<file path="src/tpt_pkg.sv">
// Shared types and constants for the touch point table.
package tpt_pkg;

   localparam int unsigned FINGER_BITS = 32;
   localparam int unsigned TIME_BITS = 32;
   localparam int unsigned FIELD_COORD_BITS = 16;
   localparam int unsigned COORD_BITS = FIELD_COORD_BITS;

   localparam logic [1:0] KIND_DOWN   = 2'd0;
   localparam logic [1:0] KIND_MOTION = 2'd1;
   localparam logic [1:0] KIND_UP     = 2'd2;
   localparam logic [1:0] KIND_QUERY  = 2'd3;

   typedef struct packed {
      logic [1:0]                    kind;
      logic [FINGER_BITS-1:0]        finger;
      logic [FIELD_COORD_BITS-1:0]   pos_x;
      logic [FIELD_COORD_BITS-1:0]   pos_y;
      logic [FIELD_COORD_BITS-1:0]   radius;
      logic signed [TIME_BITS-1:0]   time_ms;
   } req_type;

   typedef struct packed {
      logic                          hit;
      logic [FINGER_BITS-1:0]        hit_finger;
      logic [FIELD_COORD_BITS-1:0]   hit_x;
      logic [FIELD_COORD_BITS-1:0]   hit_y;
      logic signed [TIME_BITS-1:0]   hit_time;
      logic                          hit_fresh;
      logic                          overflow;
   } rsp_type;

   typedef enum logic [2:0] {
      ST_IDLE,
      ST_SCAN,
      ST_READ,
      ST_SQUARE,
      ST_SUM,
      ST_FETCH,
      ST_DONE
   } state_type;

endpackage

</file>
<file path="src/tpt_front.sv">
// Input stage and two-entry queue that decouples accept from execution.
module tpt_front
   import tpt_pkg::*;
(
   input  logic    clock,
   input  logic    reset,
   input  logic    req_valid,
   output logic    req_stall,
   input  req_type req_data,
   output logic    q_valid,
   input  logic    q_take,
   output req_type q_data
);

   req_type    slot_ff [2];
   req_type    slot_in [2];
   logic [1:0] cnt_ff, cnt_in;
   logic       push;

   assign req_stall = cnt_ff == 2'd2;
   assign push = req_valid && !req_stall;
   assign q_valid = cnt_ff != 2'd0;
   assign q_data = slot_ff[0];

   always_comb begin
      slot_in = slot_ff;
      cnt_in = cnt_ff;
      if (q_take && q_valid) begin
         slot_in[0] = slot_ff[1];
         cnt_in = cnt_in - 2'd1;
      end
      if (push) begin
         slot_in[cnt_in[0]] = req_data;
         cnt_in = cnt_in + 2'd1;
      end
   end

   always_ff @(posedge clock) begin
      slot_ff <= slot_in;
      if (reset) begin
         cnt_ff <= 2'd0;
      end else begin
         cnt_ff <= cnt_in;
      end
   end

endmodule

</file>
<file path="src/tpt_back.sv">
// Table storage and sequencer that walks entries for each operation.
module tpt_back
   import tpt_pkg::*;
#(
   parameter int unsigned MAX_TOUCHES = 16
) (
   input  logic    clock,
   input  logic    reset,
   input  logic    q_valid,
   output logic    q_take,
   input  req_type q_data,
   output logic    rsp_valid,
   input  logic    rsp_stall,
   output rsp_type rsp_data
);

   localparam int unsigned IW = (MAX_TOUCHES > 1) ? $clog2(MAX_TOUCHES) : 1;
   localparam int unsigned CW = $clog2(MAX_TOUCHES + 1);
   localparam int unsigned SW = 2 * COORD_BITS;
   localparam int unsigned DW = SW + 1;
   localparam logic [CW-1:0] FULL = CW'(MAX_TOUCHES);

   typedef struct packed {
      logic [FINGER_BITS-1:0]      finger;
      logic [COORD_BITS-1:0]       x;
      logic [COORD_BITS-1:0]       y;
      logic signed [TIME_BITS-1:0] tm;
      logic                        fresh;
   } entry_type;

   entry_type     mem [MAX_TOUCHES];
   entry_type     rd_ff;
   logic          wr_en;
   logic [IW-1:0] wr_addr;
   entry_type     wr_data;
   logic [IW-1:0] rd_addr;

   state_type     st_ff, st_in;
   req_type       op_ff, op_in;
   logic [CW-1:0] count_ff, count_in;
   logic [CW-1:0] ri_ff, ri_in;
   logic [CW-1:0] wi_ff, wi_in;
   logic          found_ff, found_in;
   logic          hit_ff, hit_in;
   logic [IW-1:0] best_ff, best_in;
   logic [DW-1:0] bestd_ff, bestd_in;
   logic [SW-1:0] sqx_ff, sqx_in, sqy_ff, sqy_in;
   logic          ok_ff, ok_in;
   logic          ovf_ff, ovf_in;
   logic          out_v_ff, out_v_in;
   rsp_type       out_ff, out_in;
   logic [COORD_BITS-1:0] ax, ay, dx, dy, rad;

   assign ax = op_ff.pos_x[COORD_BITS-1:0];
   assign ay = op_ff.pos_y[COORD_BITS-1:0];
   assign rad = op_ff.radius[COORD_BITS-1:0];
   assign dx = (rd_ff.x >= ax) ? rd_ff.x - ax : ax - rd_ff.x;
   assign dy = (rd_ff.y >= ay) ? rd_ff.y - ay : ay - rd_ff.y;
   assign rsp_valid = out_v_ff;
   assign rsp_data = out_ff;

   always_ff @(posedge clock) begin
      if (wr_en) begin
         mem[wr_addr] <= wr_data;
      end
      rd_ff <= mem[rd_addr];
   end

   always_comb begin
      st_in = st_ff;
      op_in = op_ff;
      count_in = count_ff;
      ri_in = ri_ff;
      wi_in = wi_ff;
      found_in = found_ff;
      hit_in = hit_ff;
      best_in = best_ff;
      bestd_in = bestd_ff;
      sqx_in = sqx_ff;
      sqy_in = sqy_ff;
      ok_in = ok_ff;
      ovf_in = ovf_ff;
      out_v_in = out_v_ff;
      out_in = out_ff;
      q_take = 1'b0;
      wr_en = 1'b0;
      wr_addr = count_ff[IW-1:0];
      wr_data = '0;
      rd_addr = ri_ff[IW-1:0];
      if (out_v_ff && !rsp_stall) begin
         out_v_in = 1'b0;
      end
      case (st_ff)
         ST_IDLE: begin
            if (q_valid) begin
               q_take = 1'b1;
               op_in = q_data;
               ri_in = '0;
               wi_in = '0;
               found_in = 1'b0;
               hit_in = 1'b0;
               ovf_in = 1'b0;
               best_in = '0;
               bestd_in = DW'(rad) * 0;
               st_in = ST_SCAN;
            end
         end
         ST_SCAN: begin
            if (ri_ff == '0) begin
               bestd_in = DW'({{COORD_BITS{1'b0}}, rad} * {{COORD_BITS{1'b0}}, rad});
            end
            if (op_ff.kind == KIND_DOWN || ri_ff >= count_ff || found_ff) begin
               st_in = ST_FETCH;
               if (op_ff.kind == KIND_UP) begin
                  count_in = wi_ff;
               end else if ((op_ff.kind == KIND_DOWN || op_ff.kind == KIND_MOTION)
                            && !found_ff) begin
                  if (count_ff == FULL) begin
                     ovf_in = 1'b1;
                  end else begin
                     wr_en = 1'b1;
                     wr_data.finger = op_ff.finger;
                     wr_data.x = ax;
                     wr_data.y = ay;
                     wr_data.tm = op_ff.time_ms;
                     wr_data.fresh = op_ff.kind == KIND_DOWN;
                     count_in = count_ff + 1'b1;
                  end
               end
               rd_addr = best_ff;
               if (op_ff.kind == KIND_QUERY && rad == '0) begin
                  hit_in = 1'b0;
               end
            end else begin
               st_in = ST_READ;
            end
         end
         ST_READ: begin
            ok_in = rd_ff.tm <= op_ff.time_ms;
            ri_in = ri_ff + 1'b1;
            st_in = ST_SCAN;
            if (op_ff.kind == KIND_MOTION) begin
               if (rd_ff.finger == op_ff.finger) begin
                  found_in = 1'b1;
                  wr_en = 1'b1;
                  wr_addr = ri_ff[IW-1:0];
                  wr_data.finger = rd_ff.finger;
                  wr_data.x = ax;
                  wr_data.y = ay;
                  wr_data.tm = op_ff.time_ms;
                  wr_data.fresh = 1'b0;
               end
            end else if (op_ff.kind == KIND_UP) begin
               if (rd_ff.finger != op_ff.finger) begin
                  wr_en = 1'b1;
                  wr_addr = wi_ff[IW-1:0];
                  wr_data = rd_ff;
                  wi_in = wi_ff + 1'b1;
               end
            end else begin
               sqx_in = {{COORD_BITS{1'b0}}, dx} * {{COORD_BITS{1'b0}}, dx};
               sqy_in = {{COORD_BITS{1'b0}}, dy} * {{COORD_BITS{1'b0}}, dy};
               ri_in = ri_ff;
               st_in = ST_SQUARE;
            end
         end
         ST_SQUARE: begin
            st_in = ST_SUM;
            if (ok_ff && rad != '0
                && ({1'b0, sqx_ff} + {1'b0, sqy_ff}) < bestd_ff) begin
               bestd_in = {1'b0, sqx_ff} + {1'b0, sqy_ff};
               best_in = ri_ff[IW-1:0];
               hit_in = 1'b1;
            end
         end
         ST_SUM: begin
            ri_in = ri_ff + 1'b1;
            st_in = ST_SCAN;
            rd_addr = ri_in[IW-1:0];
         end
         ST_FETCH: begin
            rd_addr = best_ff;
            st_in = ST_DONE;
         end
         ST_DONE: begin
            rd_addr = best_ff;
            if (!out_v_in) begin
               out_v_in = 1'b1;
               out_in = '0;
               out_in.overflow = ovf_ff;
               if (hit_ff) begin
                  out_in.hit = 1'b1;
                  out_in.hit_finger = rd_ff.finger;
                  out_in.hit_x = FIELD_COORD_BITS'(rd_ff.x);
                  out_in.hit_y = FIELD_COORD_BITS'(rd_ff.y);
                  out_in.hit_time = rd_ff.tm;
                  out_in.hit_fresh = rd_ff.fresh;
               end
               st_in = ST_IDLE;
            end
         end
         default: begin
            st_in = ST_IDLE;
         end
      endcase
      if (st_ff == ST_SCAN && st_in == ST_READ) begin
         rd_addr = ri_ff[IW-1:0];
      end
   end

   always_ff @(posedge clock) begin
      op_ff <= op_in;
      ri_ff <= ri_in;
      wi_ff <= wi_in;
      found_ff <= found_in;
      hit_ff <= hit_in;
      best_ff <= best_in;
      bestd_ff <= bestd_in;
      sqx_ff <= sqx_in;
      sqy_ff <= sqy_in;
      ok_ff <= ok_in;
      ovf_ff <= ovf_in;
      out_ff <= out_in;
      if (reset) begin
         st_ff <= ST_IDLE;
         count_ff <= '0;
         out_v_ff <= 1'b0;
      end else begin
         st_ff <= st_in;
         count_ff <= count_in;
         out_v_ff <= out_v_in;
      end
   end

endmodule

</file>
<file path="src/touch_point_table_core.sv">
// Top level of the touch point table: front queue and table sequencer.
// Sequencer work per item, N stored entries: a down writes its entry without a scan, an up
// walks all N entries, a query scores each entry, and a motion stops at its first match.
// The sequencer handles one item at a time, limited by the single table read port and the
// shared distance unit; a stalled result holds it.
// Reset: synchronous, active high; clears the entry count, queue and output.
module touch_point_table_core
   import tpt_pkg::*;
#(
   parameter int unsigned MAX_TOUCHES = 16
) (
   input  logic    clock,
   input  logic    reset,
   input  logic    req_valid,
   output logic    req_stall,
   input  req_type req_data,
   output logic    rsp_valid,
   input  logic    rsp_stall,
   output rsp_type rsp_data
);

   logic    q_valid, q_take;
   req_type q_data;

   tpt_front u_front (
      .clock, .reset, .req_valid, .req_stall, .req_data,
      .q_valid, .q_take, .q_data
   );

   tpt_back #(.MAX_TOUCHES(MAX_TOUCHES)) u_back (
      .clock, .reset, .q_valid, .q_take, .q_data,
      .rsp_valid, .rsp_stall, .rsp_data
   );

endmodule

</file>
<file path="config.mk">
export PLATFORM = sky130hd
export DESIGN_NAME = touch_point_table_core
export DESIGN_NICKNAME = d
export VERILOG_FILES = /design/src/tpt_pkg.sv /design/src/tpt_front.sv /design/src/tpt_back.sv /design/src/touch_point_table_core.sv
export SDC_FILE = /design/constraint.sdc
export NUM_CORES = 2
export LEC_CHECK = 0
export ABC_CLOCK_PERIOD_IN_PS = 10700
export BUFFER_PORTS_ARGS = -buffer_cell sky130_fd_sc_hd__buf_2
export CAP_MARGIN = 20
export CORE_MARGIN = 8
export CORE_UTILIZATION = 35
export CTS_CLUSTER_SIZE = 28
export DETAILED_ROUTE_END_ITERATION = 7
export PLACE_DENSITY = 0.52
export SETUP_SLACK_MARGIN = 0.02
export SLEW_MARGIN = 20
export SYNTH_ARGS = -nofsm -noshare
export SYNTH_HDL_FRONTEND = slang
export SYNTH_SLANG_ARGS = --single-unit
</file>
<file path="constraint.sdc">
create_clock -name clock -period 10.7 [get_ports clock]
set_input_delay 0 -clock clock [delete_from_list [all_inputs] [get_ports clock]]
set_output_delay 0 -clock clock [all_outputs]
set_load 0.02 [all_outputs]
</file>
# [Yosys cells after proc, flatten, opt, wreduce, memory -nomap -nowiden]
# Memories as Yosys holds them, arrays and structs flattened. A register that Yosys moved wholly into a read port is not among the register bits.
# Cells that the tools add are included.
# W data, S select, Z words.
[op_classes] addsub=10 bitwise=4 n_reduce_logical=39 n_lt_le_gt_ge=7 n_mul=3 n_mux=79 n_eq_ne=29
[op_table] op="$mux W97" count=8
[op_table] op="$bwmux W228" count=1
[op_table] op="$mux W114" count=2
[op_table] op="$mux W228" count=1
[op_table] op="$pmux W97 S2" count=1
[op_table] op="$demux W114 S1" count=1
[op_table] op="$mux W33" count=3
[op_table] op="$pmux W33 S3" count=1
[op_table] op="$mux W98" count=1
[op_table] op="$mul A16 B16 Y32" count=3
[op_table] op="$sub A16 B16 Y16" count=4
[op_table] op="$mux W5" count=9
[op_table] op="$mux W4" count=9
[op_table] op="$add A32 B32 Y33" count=1
[op_table] op="$lt A33 B33 Y1" count=1
[op_table] op="$eq A32 B32 Y1" count=1
[op_table] op="$ge A16 B16 Y1" count=2
[op_table] op="$le A32 B32 Y1" count=1
[op_table] op="$mux W16" count=2
[op_table] op="$ne A32 B32 Y1" count=1
[op_table] op="$mux W1" count=24
[op_table] op="$ne A2 B1 Y1 const B" count=11
[op_table] op="$pmux W3 S7" count=1
[op_table] op="$logic_not A16 Y1" count=1
[op_table] op="other kinds (39)" count=81
[totals] memories=1 out_inout_bits=101 input_bits=118 register_bits=567 ramBits=1552 elab_cells=211
[mem_list] name="u_back.mem" words=16 word_bits=97 rd=1 rd_ports_with_merged_regs=1 write_ports=1 line_no="tpt_back.sv:31" text="entry_type mem [MAX_TOUCHES];"

# [Depth between registers and ports, before layout]
[depth] depth_word=12 mapped_depth=39 depth_no_buf=38

# [By module]
# From an unflattened synthesis, not the netlist that was laid out.
[unflattened] hier_cells=8247 hier_area_um2=112566.7
[by_module_without_submodules] module="tpt_back" area_per_inst_um2=103252.8 seq_area_each_um2=58516.1 cells_per_inst=7487 instances=1
[by_module_without_submodules] module="tpt_front" area_per_inst_um2=9313.9 seq_area_each_um2=5745.5 cells_per_inst=760 instances=1

# [Worst setup path after synthesis]
# OpenSTA, ideal clock, no wires.
[synth_timing] path_type="flip-flop to flip-flop" startpoint="register u_back.op_ff (netlist bit u_back.ax[0])" endpoint="register u_back.sqx_ff[31], data pin" path_stages_with_launch=37 path_buffers=3 required_time_ns=10.431 arrival_time_ns=8.496 period_less_slack_ns=8.765 setup_time_ns=0.269 slack_ns=1.935 cell_sequence="edfxtp_1 -> ha_1 -> inv_1 -> fa_1 -> a21oi_1 -> o211ai_1 -> o21ai_1 -> a31o_2 -> buf_6 -> buf_2 -> mux2i_1 -> xor2_1 -> clkbuf_1 -> nand2_1 -> fa_1 -> inv_1 -> ha_1 -> or2_2 -> fa_1 -> inv_1 -> fa_1 -> inv_1 -> fa_1 -> inv_1 -> fa_1 -> inv_1 -> ha_1 -> and2_1 -> a22o_1 -> or2_1 -> a21o_1 -> o2111ai_1 -> nand3_1 -> o41ai_1 -> o21a_1 -> o21ai_0 -> xor3_1"
[synth_between] elab_chain_len=3 word_cells_on_any_way=5 cone_classes="add/sub (2); mul (1); order compare (1); mux (1)"
[synth_rtl] element="start, declared" line_no="tpt_back.sv:39" text="req_type op_ff, op_in;"
[synth_rtl] element="start signal, assigned" line_no="tpt_back.sv:212" text="op_ff <= op_in;"
[synth_rtl] element="$sub A16 B16 Y16 or $ge A16 B16 Y1 (tied branches)" line_no="tpt_back.sv:57" text="assign dx = (rd_ff.x >= ax) ? rd_ff.x - ax : ax - rd_ff.x;"
[synth_rtl] element="$mux W16 *" line_no="tpt_back.sv:57"
[synth_rtl] element="$mul A16 B16 Y32 *" line_no="tpt_back.sv:161" text="sqx_in = {{COORD_BITS{1'b0}}, dx} * {{COORD_BITS{1'b0}}, dx};"
[synth_rtl] element="end signal, assigned" line_no="tpt_back.sv:219" text="sqx_ff <= sqx_in;"
[synth_rtl] element="end, declared" line_no="tpt_back.sv:47" text="logic [SW-1:0] sqx_ff, sqx_in, sqy_ff, sqy_in;"
# Every way passes the cells marked *; elsewhere a longest branch is shown, timed or not.
# A chain may end at the register's enable or synchronous reset.

# [Final worst setup path]
[layout_timing] startpoint="register u_back.op_ff (netlist bit u_back.ay[1])" endpoint="register u_back.sqy_ff[31], data pin"
[layout_between] elab_chain_len=3 word_cells_on_any_way=5 cone_classes="add/sub (2); mul (1); order compare (1); mux (1)"
[layout_rtl] element="$sub A16 B16 Y16 or $ge A16 B16 Y1 (tied branches)" line_no="tpt_back.sv:58" text="assign dy = (rd_ff.y >= ay) ? rd_ff.y - ay : ay - rd_ff.y;"
[layout_rtl] element="$mux W16 *" line_no="tpt_back.sv:58"
[layout_rtl] element="$mul A16 B16 Y32 *" line_no="tpt_back.sv:162" text="sqy_in = {{COORD_BITS{1'b0}}, dy} * {{COORD_BITS{1'b0}}, dy};"
[layout_rtl] element="end signal, assigned" line_no="tpt_back.sv:220" text="sqy_ff <= sqy_in;"
[layout_rtl] element="end, declared" line_no="tpt_back.sv:47"
# Marked as above.

==> impl_metrics.tcl <==
set metrics [dict create \
    status "complete, no violations" \
    synth.area.top_cells "edfxtp_1 (54%), fa_1 (8.9%), ha_1 (5.4%), nand2_1 (4.4%), dfxtp_1 (4.0%)" \
    whs_path_depth 4 \
    crit_type "flop to flop" \
    first_global_vias 69600 \
    numClockSinks 2214 \
    clk_pin_slew_ps 60 \
    r2r.worst_path.cells 33 \
    worstPathMaxFanout 18 \
    io-pin-count 219 \
    syn_area_mm2 0.110 \
    die_x_um 578 \
    period_needed_ps 10010 \
    regToRegSetupSlack_ps 690 \
    cp_slowest_cell "fa_1" \
    row_count 206 \
    synth_cells 8594 \
    drive_gt1_frac 0.101 \
    ctsLongestPathBuffers 4 \
    viasPerCell 5.05 \
    synth.area.mux_share 0.0589 \
    overflow 0 \
    syn_avg_cell_area_um2 12.8 \
    yosysTopAreaCell "edfxtp_1" \
    tightest_slew_ps 1340 \
    clk_latency_ps 920 \
    postSynth.asyncResetShare 0 \
    drt_iter0_drc 5271 \
    synthAdderAreaFrac 0.143 \
    synth_cell_types 98 \
    post-route-period-util 0.936 \
    netlist_top_cells_count "edfxtp_1 (1992), nand2_1 (1307), inv_1 (881)" \
    end_kind "flop" \
    critPathMostFrequentCell "fa_1" \
    ys_seq_elements 2214 \
    grt_max_degree 191 \
    htreeDepth 4 \
    port_buffers 218 \
    synth_xor_area_frac 0.0164 \
    ctsResizeCount 0 \
    synth_edf_count 1992 \
    cts_tree "built" \
    cp-start-kind "flop" \
    synth-compound-area-share 0.0512 \
    finalMaxSlewViolations 0 \
    hold_viol_final 0 \
    synth_top_family_by_area "adder cells" \
    drtAntennaViolNets 0 \
    die-area_mm2 0.334 \
    arrival_ps 10610 \
    drv_cap 0 \
    synth_most_common_cell "edfxtp_1" \
    via_count 67800 \
    nFillCells 29400 \
    drtPass1Iterations 8 \
    cts-buffers-inserted 241 \
    cp.required_ps 11300 \
    grtUsageTotal 0.175 \
    wl_per_cell_um 22.2 \
    drt_drc_violations_left 0 \
    grt_pass1_wl_mm 448 \
    ys_seq_area_frac 0.582 \
    antenna_found_initial 21 \
    fp.coreArea_mm2 0.314 \
    final-setup-viol-count 0 \
    synth_ff_type "edfxtp_1" \
    initial_core_util 0.351 \
    relSlewSlack 0.108 \
    synth_top_area_share 0.542 \
    synth-simple-area-share 0.103 \
    finClkSkew_ps 78.4 \
    hpwlAfterDp_mm 184 \
    area_delta_synth_final_pct 15.3 \
    maxClockFrequency_mhz 99.9 \
    place_congestion 0.878 \
    ys_warn_count 0 \
    hp-class "input pin to flop" \
    fin_nets 10100 \
    die_h_um 578 \
    post_cts_buffers 0 \
    syn_nets 9677 \
    rsz0062_at_grt "no" \
    wl_mm 298 \
    cpPeakStageDelay_ps 560 \
    root_buffer "clkbuf_16" \
    setup_tns_ps 0 \
]
[worst max-delay path: cells and delay by family (launching register included)]
family	cells	cell delay, ps
AO/OA/AOI/OAI	15	3610
XOR/XNOR	2	820
adder cells (fa/ha/maj)	8	3740
buffers and inverters	5	530
flip-flops	1	460
AND/OR/NAND/NOR	3	580
[placed cells by master (no fill, tap or decap), drive strengths merged, types with 316 or more instances in the layout]
cell,n
nor2,374
nand2,1309
mux2i,412
buf,338
edfxtp,1992
ha,473
fa,492
clkbuf,316
inv,906
nand3,425
[layer usage]
| layer | share of wire | up-vias | global-route usage |
|---|---|---|---|
| met2 | 0.47 | 1772 | 0.290 |
| met4 | 0.019 | 2 | 0.0331 |
| met1 | 0.46 | 34500 | 0.248 |
| met5 | 0.000030 | - | 0 |
| li1 | - | 31100 | - |
| met3 | 0.054 | 379 | 0.0236 |
[state kept, by name, indices dropped and copies added (netlist names), 2 cells and up]
signal / cells
u_back.ri_ff: 5
u_back.ay: 16
u_back.wi_ff: 5
u_back.best_ff: 4
u_back.count_ff: 5
u_back.sqx_ff: 31
u_back.op_ff: 66
u_back.rsp_data: 99
u_back.mem: 1552
u_front.q_data: 114
u_front.slot_ff: 114
u_back.sqy_ff: 31
u_back.ax: 16
u_front.cnt_ff: 2
u_back.rad: 16
u_back.st_ff: 3
u_back.bestd_ff: 33
u_back.rd_ff: 97
[area by class of cell]
type                            count  area (um^2)  share of cell area
Inverter                          899         3380              0.0266
Timing Repair Buffer              569         4490              0.0353
Tap cell                         4160         5200              0.0409
Clock buffer                      316         6620              0.0520
Clock inverter                    139         1840              0.0145
Multi-Input combinational cell   5116        41400               0.326
Antenna cell                       10         25.0            0.000197
Sequential cell                  2214        64300               0.505
[worst paths after layout]
check	from	to
hold reg to reg	u_front.q_data[66]	u_back.ax[2]
setup reg to reg	u_back.ay[1]	u_back.sqy_ff[31]
setup / recovery	u_back.ay[1]	u_back.sqy_ff[31]
hold / removal	req_data[113]	u_front.q_data[113]
[per-stage QoR]
step	hold slack (ps)	setup WS (ps)	cells	cell area [um^2]	utilization
finish	53.6	685	13400	127000	0.405
global route	66.5	252	13400	127000	0.405
CTS	1.36	743	13400	127000	0.405
detailed placement	193	780	12700	116000	0.370
global placement	193	927	12700	116000	0.370
floorplan	71.6	1930	8594	110000	-
[what timing repair did]
item                                   4_1_cts  5_1_grt
endpoints found under the hold margin      338        0
hold buffers                               231        0
setup endpoints to repair                    0        0
[cells by family after synthesis]
| logic type | Yosys count |
|---|---|
| AOI/OAI and AO/OA | 857 |
| muxes | 524 |
| adders and majority gates | 966 |
| xor gates and xnor gates | 192 |
| buffers and inverters | 1264 |
| and+or+nand+nor | 2577 |
| DFF | 2214 |
Power is left out: the tool's default activity adds up to more than one toggle a clock period on the data nets, which glitch-free logic cannot reach.
